### src/sv/taeb_pkg.sv
// ----------------------------------------------------------------------------
// Event builder package
// Shared types and constants for the trigger aligned event builder.
// ----------------------------------------------------------------------------
package taeb_pkg;
  localparam int NUM_SOURCES = 8;
  localparam int QUEUE_DEPTH = 16;
  localparam int SRC_W = 3;
  localparam int SEL_W = (NUM_SOURCES > 1) ? $clog2(NUM_SOURCES) : 1;
  localparam int SLOT_W = $clog2(QUEUE_DEPTH);
  localparam int CNT_W = $clog2(QUEUE_DEPTH + 1);
  localparam int ADDR_W = SEL_W + SLOT_W;
  localparam int MEM_DEPTH = NUM_SOURCES * QUEUE_DEPTH;
  localparam int FIFO_DEPTH = 2;

  localparam logic [1:0] CMD_RECEIVE = 2'd0;
  localparam logic [1:0] CMD_CONNECT = 2'd1;
  localparam logic [1:0] CMD_DISCONNECT = 2'd2;
  localparam logic [1:0] CMD_CLEAR = 2'd3;

  typedef struct packed {
    logic [1:0]  cmd;
    logic [SRC_W-1:0] src;
    logic [31:0] trig;
    logic [15:0] handle;
  } cmd_t;

  typedef struct packed {
    logic [31:0] trig;
    logic [SRC_W-1:0] src;
    logic [15:0] handle;
    logic        last;
  } res_t;
endpackage

### src/sv/taeb_front.sv
// ----------------------------------------------------------------------------
// Command front end
// Accepts words, drops those naming a source out of range and queues the rest.
// ----------------------------------------------------------------------------
module taeb_front (
  input  logic          clk,
  input  logic          rst_n,
  input  logic          in_valid,
  output logic          in_ready,
  input  taeb_pkg::cmd_t in_cmd,
  output logic          q_valid,
  input  logic          q_ready,
  output taeb_pkg::cmd_t q_cmd
);
  import taeb_pkg::*;

  cmd_t buf_r [FIFO_DEPTH];
  logic rd_r, rd_nxt, wr_r, wr_nxt;
  logic [1:0] cnt_r, cnt_nxt;
  logic push, pop, keep;

  assign keep = (in_cmd.cmd == CMD_CLEAR) || (32'(in_cmd.src) < NUM_SOURCES);
  assign in_ready = (cnt_r != 2'(FIFO_DEPTH));
  assign push = in_valid && in_ready && keep;
  assign q_valid = (cnt_r != 2'd0);
  assign pop = q_valid && q_ready;
  assign q_cmd = buf_r[rd_r];

  always_comb begin
    rd_nxt = rd_r ^ pop;
    wr_nxt = wr_r ^ push;
    cnt_nxt = cnt_r + 2'(push) - 2'(pop);
  end

  always_ff @(posedge clk) begin
    if (!rst_n) begin
      rd_r <= 1'b0;
      wr_r <= 1'b0;
      cnt_r <= 2'd0;
    end else begin
      rd_r <= rd_nxt;
      wr_r <= wr_nxt;
      cnt_r <= cnt_nxt;
    end
    if (push) begin
      buf_r[wr_r] <= in_cmd;
    end
  end
endmodule

### config.mk
export PLATFORM = sky130hd
export DESIGN_NAME = taeb_front
export DESIGN_NICKNAME = d
export VERILOG_FILES = /design/src/sv/taeb_pkg.sv /design/src/sv/taeb_front.sv
export SDC_FILE = /design/constraint.sdc
export NUM_CORES = 1
export LEC_CHECK = 0
export ABC_AREA = 1
export BUFFER_PORTS_ARGS = -buffer_cell sky130_fd_sc_hd__clkbuf_2
export CORE_UTILIZATION = 55
export DETAILED_ROUTE_END_ITERATION = 7
export PLACE_DENSITY = 0.94
export SYNTH_ARGS = -nofsm -noshare
export SYNTH_HDL_FRONTEND = slang
export SYNTH_SLANG_ARGS = --single-unit
### constraint.sdc
create_clock -name clk -period 9.4 [get_ports clk]
set_input_delay 0 -clock clk [delete_from_list [all_inputs] [get_ports clk]]
set_output_delay 0 -clock clk [all_outputs]
set_load 0.01 [all_outputs]
==> Word level (Yosys, flattened, before mapping) <==
Memories as Yosys holds them, arrays and structs flattened. A register that Yosys moved wholly into a read port is not among the register bits.
Cells that the tools add are included.
{ "word_totals": {"inputBits": 57, "ram_bits": 106, "n_memories": 1, "ff_bits": 4, "elab_cells": 15} }
{ "mem_list": {"columns": ["name", "words", "width", "read_ports", "rd_ports_with_merged_regs", "write_ports", "line_no", "rtl"], "rows": [
  ["buf_r", 2, 53, 1, 1, 1, "taeb_front.sv:17", "cmd_t buf_r [FIFO_DEPTH];"]
]} }
{ "classes": {"muxes": 3, "add_sub_neg": 2, "n_reduce_logical": 3, "bitwise_logic": 2, "n_eq_ne": 1} }
{ "ops": {"columns": ["op", "n"], "rows": [
  ["2-to-1 mux 1 bit", 3],
  ["adder 2 x 1 -> 2 bit", 1],
  ["logical AND 1 bit", 2],
  ["inequality test 2 bit (second input constant)", 1],
  ["nonzero test 2 bit", 1],
  ["subtractor 2 x 1 -> 2 bit", 1],
  ["XOR 1 bit", 2]
]} }

==> Logic depth before layout (Yosys ltp) <==
{ "depth": {"ltp_word": 4, "depth_mapped": 11, "mapped_depth_nobuf": 11} }

==> Least setup slack after synthesis <==
Ideal clock, no wire load.
{ "synth_path": {"path_type": "reg-to-reg", "startpoint": "register cnt_r[0]", "endpoint": "memory buf_r[1][0] in the netlist's numbering, enable pin", "t_required_ns": 8.936, "path_buffers": 0, "path_slack_ns": 6.078, "path_stages_with_launch": 5, "setup_time_ns": 0.464, "t_arrival_ns": 2.858, "period_less_slack_ns": 3.322, "cell_sequence": "dfxtp_1 -> inv_2 -> nand2_1 -> nand2_1 -> nor2_1"} }
{ "synth_between": {"elab_chain_cells": 4} }
{ "synth_lines": {"columns": ["element", "line_no", "rtl"], "rows": [
  ["start: declaration", "taeb_front.sv:19", "logic [1:0] cnt_r, cnt_nxt;"],
  ["start signal: assignment", "taeb_front.sv:43", "cnt_r <= cnt_nxt;"],
  ["inequality test 2 bit", "taeb_front.sv:23", "assign in_ready = (cnt_r != 2'(FIFO_DEPTH));"],
  ["net in_ready", "taeb_front.sv:9", "output logic in_ready,"],
  ["logical AND 1 bit", "taeb_front.sv:24", "assign push = in_valid && in_ready && keep;"],
  ["2-to-1 mux 1 bit", "taeb_front.sv:45", "if (push) begin"],
  ["2-to-1 mux 1 bit (not written as such)", "taeb_front.sv:46", "buf_r[wr_r] <= in_cmd;"],
  ["end: declaration", "taeb_front.sv:17", null]
]} }
The timed path passes the listed nets, and every way through them passes these cells.

==> Worst setup path after layout <==
{ "layout_path": {"startpoint": "register cnt_r[0]", "endpoint": "memory buf_r[0][32] in the netlist's numbering, enable pin"} }
{ "layout_between": {"elab_chain_cells": 4} }
{ "layout_lines": {"columns": ["element", "line_no"], "rows": [
  ["inequality test 2 bit", "taeb_front.sv:23"],
  ["logical AND 1 bit", "taeb_front.sv:24"],
  ["2-to-1 mux 1 bit", "taeb_front.sv:45"],
  ["2-to-1 mux 1 bit (not written as such)", "taeb_front.sv:46"]
]} }
Every way passes these cells.

==> metrics.log <==
INFO  metric timing.setup.tns = 0 ns
INFO  metric tritoncts.num_buffers = 9
INFO  metric grt_overflow = 0
INFO  metric antenna_found_initial = 1
INFO  metric synth-edff-count = roughly 110
INFO  metric critical_path_class = register to register
INFO  metric htree_num_levels = 3
INFO  metric cpMaxStageDelayCell = sky130_fd_sc_hd__buf_4
INFO  metric viasPerCell = roughly 5
INFO  metric synth_seq_cells = roughly 110
INFO  metric kind_of_launch_point_of_the_worst_setup_path = register
INFO  metric synth_common_cells = sky130_fd_sc_hd__edfxtp_1 (106), sky130_fd_sc_hd__mux2_4 (50), sky130_fd_sc_hd__nand2_1 (9)
INFO  metric timing.critical_path.slowest_cell_delay = 0.51 ns
INFO  metric dr_total_vias = roughly 2300
INFO  metric cp-startpoint = cnt_r[0]$_SDFF_PN0_
INFO  metric critPathBufInv = 3
INFO  metric path_clk_slew = roughly 0.10 ns
INFO  metric wl_per_cell = 15.44 µm
INFO  metric run_status = complete, no violations
INFO  metric drt_iter0_drc = between 100 and 150
INFO  metric synth.area.top_cells = sky130_fd_sc_hd__edfxtp_1 (74%), sky130_fd_sc_hd__mux2_4 (17%), sky130_fd_sc_hd__buf_12 (2.3%), sky130_fd_sc_hd__dfxtp_1 (2.3%), sky130_fd_sc_hd__nand2_1 (0.78%)
INFO  metric hp-class = primary input to register
INFO  metric synth_largest_type_area_fraction = 73.63%
INFO  metric worstRegToRegCells = 6
INFO  metric synth_sequential_area_ratio = between 70% and 80%
INFO  metric worst-endpoint-required = roughly 9.4 ns
INFO  metric cts_root_buffer = sky130_fd_sc_hd__clkbuf_8
INFO  metric drv_slew = 0
INFO  metric minimum_period_implied_by_the_final_worst_setup_slack = around 2.1 ns
INFO  metric clock_sinks = approximately 110
INFO  metric detail_route.wirelength = ~7.4 mm
INFO  metric post-route-cell-area = 5647 µm²
INFO  metric critical_path_depth = 6
INFO  metric cts_resized = 0
INFO  metric timing.critical_path.max_delay_family = buffers and inverters
INFO  metric post_synth_design_cell_area = between 4000 and 5000 µm²
INFO  metric synthesis.instances = about 200
INFO  metric power.static_leakage = approximately 2.3 nW
INFO  metric finalHoldViolations = 0
INFO  metric grtUsageTotal = between 10% and 20%
INFO  metric core = between 7000 and 8000 µm²
INFO  metric clk_path_buf_depth = 2
INFO  metric max-slew-margin-rel = a little over a third
INFO  metric portBuffers = 111
INFO  metric postRouteAntennaNets = 0
INFO  metric mean_instance_size_in_the_synthesized_netlist = approximately 22 µm²
INFO  metric worst_hold_slack = around 0.036 ns
INFO  metric report.power.total = 1.335 mW
INFO  metric grt_pass1_wl = ~11 mm
INFO  metric rr_startpoint = cnt_r[0]$_SDFF_PN0_
INFO  metric num-nets-final = between 400 and 500
INFO  metric setup_viol = 0
INFO  metric gp_congestion = approximately 0.73
INFO  metric grt_pass1_vias = about 2400
INFO  metric p_per_area = around 240 nW/µm²
INFO  metric dp_hpwl = 4.432 mm
INFO  metric share_of_async_settable_or_async_resettable_flops_after_synthesis = 0%
INFO  metric grt_setup_unrepaired = no
INFO  metric die_height = ~91 µm
INFO  metric synth_most_common_cell = sky130_fd_sc_hd__edfxtp_1
INFO  metric finClkSkew = 0.006223 ns
INFO  metric drtPass1Iterations = 4
INFO  metric area.growth.synth_to_final = 30.62%
INFO  metric drive_above_1_share = 49.47%
INFO  metric max_clock_freq = approximately 0.48 GHz
INFO  metric crit-reg2reg-capture = buf_r[0][32]$_DFFE_PP_
INFO  metric tritoncts_clock_tree = built
INFO  metric area_of_the_die = around 8200 µm²
INFO  metric grt_max_degree = 54
INFO  metric worst_setup_path_endpoint = buf_r[0][32]$_DFFE_PP_
INFO  metric max_cap_viol_count = 0
INFO  metric synth.largest_area_cell = sky130_fd_sc_hd__edfxtp_1
INFO  metric netlist-cell-type-count = 15
INFO  metric post_dp_cell_area = slightly below 5000 µm²
INFO  metric min_period_over_period = between 20% and 30%
INFO  metric die_x = about 91 µm
INFO  metric timing_worst_slew_pin_value = between 0.9 and 1 ns
INFO  metric route.detailed.drc = 0
INFO  metric whs_path_depth = 5
INFO  metric crit_path_cell_trace = inv_2 > nand2_1 > nand2_1 > inv_1 > ha_2 > buf_4
INFO  metric ys.warnings.count = 0
INFO  metric crit_arrival = between 2 and 2.5 ns
INFO  metric postCtsSetupRepairBufs = 0
INFO  metric ir_worst_vdd = about 0.17 mV
INFO  metric endpoint_kind = register
INFO  metric cts_hold_buf = 54
INFO  metric initial_utilization = between 50% and 60%
INFO  metric io_pins = about 110
INFO  metric cp_max_fo = 36
INFO  metric synth.net_count = 260
INFO  metric synthFlopType = sky130_fd_sc_hd__edfxtp_1
INFO  metric std_cell_rows = 31
INFO  metric clk-insertion-delay-late = about 0.36 ns
INFO  metric critPathMostFrequentCell = sky130_fd_sc_hd__nand2_1
INFO  metric setup.reg_to_reg.worst_slack = 7.31 ns
-- logic make-up after synthesis --
group / Yosys count / share of synthesized area, %
buf+inv: 15 / 3.357
flops: 111 / 75.95
xor+xnor: 1 / 0.2026
simple gates: 18 / 1.650
compound gates: 1 / 0.1157
fa+ha+maj: 2 / 0.5788
mux: 53 / 18.15
-- cell usage in the layout, fill, tap and decap left out --
master,n
sky130_fd_sc_hd__clkinvlp_4,1
sky130_fd_sc_hd__dlygate4sd3_1,54
sky130_fd_sc_hd__xnor2_1,1
sky130_fd_sc_hd__nor2_2,1
sky130_fd_sc_hd__inv_1,8
sky130_fd_sc_hd__clkbuf_2,111
sky130_fd_sc_hd__mux2_2,3
sky130_fd_sc_hd__clkbuf_8,9
sky130_fd_sc_hd__nor2_1,6
sky130_fd_sc_hd__diode_2,1
sky130_fd_sc_hd__edfxtp_1,106
sky130_fd_sc_hd__dfxtp_4,1
sky130_fd_sc_hd__ha_1,1
sky130_fd_sc_hd__inv_2,1
sky130_fd_sc_hd__ha_2,1
sky130_fd_sc_hd__a21oi_1,1
sky130_fd_sc_hd__buf_4,2
sky130_fd_sc_hd__dfxtp_1,4
sky130_fd_sc_hd__nand2_1,9
sky130_fd_sc_hd__nand3_1,1
sky130_fd_sc_hd__clkinv_4,6
sky130_fd_sc_hd__nor2_4,1
sky130_fd_sc_hd__mux2_4,50
-- metal layers --
| layer | track usage, % | routed length (µm) | part of all wire [%] |
|---|---|---|---|
| met2 | 33.65 | 3947 | 53 |
| met4 | 9.543 | 174 | 2.4 |
| met1 | 20.68 | 2860 | 39 |
| met5 | 0 | 0 | 0 |
| met3 | 4.798 | 398 | 5.4 |
-- worst min path at each step --
| stage | from | to | slack (ns) |
|---|---|---|---|
| finish | q_ready | cnt_r[1]$_SDFF_PN0_ | 0.04 |
| global route | q_ready | register | 0.05 |
| CTS | q_ready | cnt_r[1]$_SDFF_PN0_ | 0.02 |
| detailed placement | in_cmd[33] | buf_r[0][33]$_DFFE_PP_ | 0.19 |
| global placement | in_cmd[45] | buf_r[1][45]$_DFFE_PP_ | 0.19 |
| floorplan | rst_n | cnt_r[0]$_SDFF_PN0_ | 0.09 |
-- power by group --
| part | switching, mW | total, mW | internal, mW | leakage, nW |
|---|---|---|---|---|
| combinational | 0.168 | 0.377 | 0.209 | 1.16 |
| sequential | 0.0581 | 0.700 | 0.642 | 1.03 |
| clock | 0.159 | 0.258 | 0.0991 | 0.0896 |
| total | 0.385 | 1.34 | 0.950 | 2.28 |
-- through the flow --
stage                     worst slack [ns]  cells  utilization [%]
final                                7.309    478            76.22
after global routing                 7.173    478            76.22
after CTS                            7.287    477            76.19
after detailed placement             7.306    407            66.41
after global placement               7.391    407            66.41
after floorplan                      6.078    201                -
-- tightest hold or removal path: stages --
cell and delay, ns:
sky130_fd_sc_hd__clkbuf_2 0.08, sky130_fd_sc_hd__inv_1 0.05, sky130_fd_sc_hd__nor2_2 0.06, sky130_fd_sc_hd__a21oi_1 0.12, sky130_fd_sc_hd__nor2_1 0.05
-- final cells by class --
class | count | area, µm²
Antenna cell | 1 | 2.502
Clock buffer | 9 | 123.9
Clock inverter | 7 | 60.06
Fill cell | 418 | 1762
Inverter | 9 | 33.78
Multi-Input combinational cell | 75 | 904.6
Sequential cell | 111 | 3287
Tap cell | 99 | 123.9
Timing Repair Buffer | 167 | 1111
-- registers in the layout, summed over array words and instances (netlist names), named ones only --
| register | flops |
|---|---|
| cnt_r | 2 |
| buf_r | 106 |
| rd_r | 1 |
| wr_r | 1 |
(Power assumes the default switching activity.)
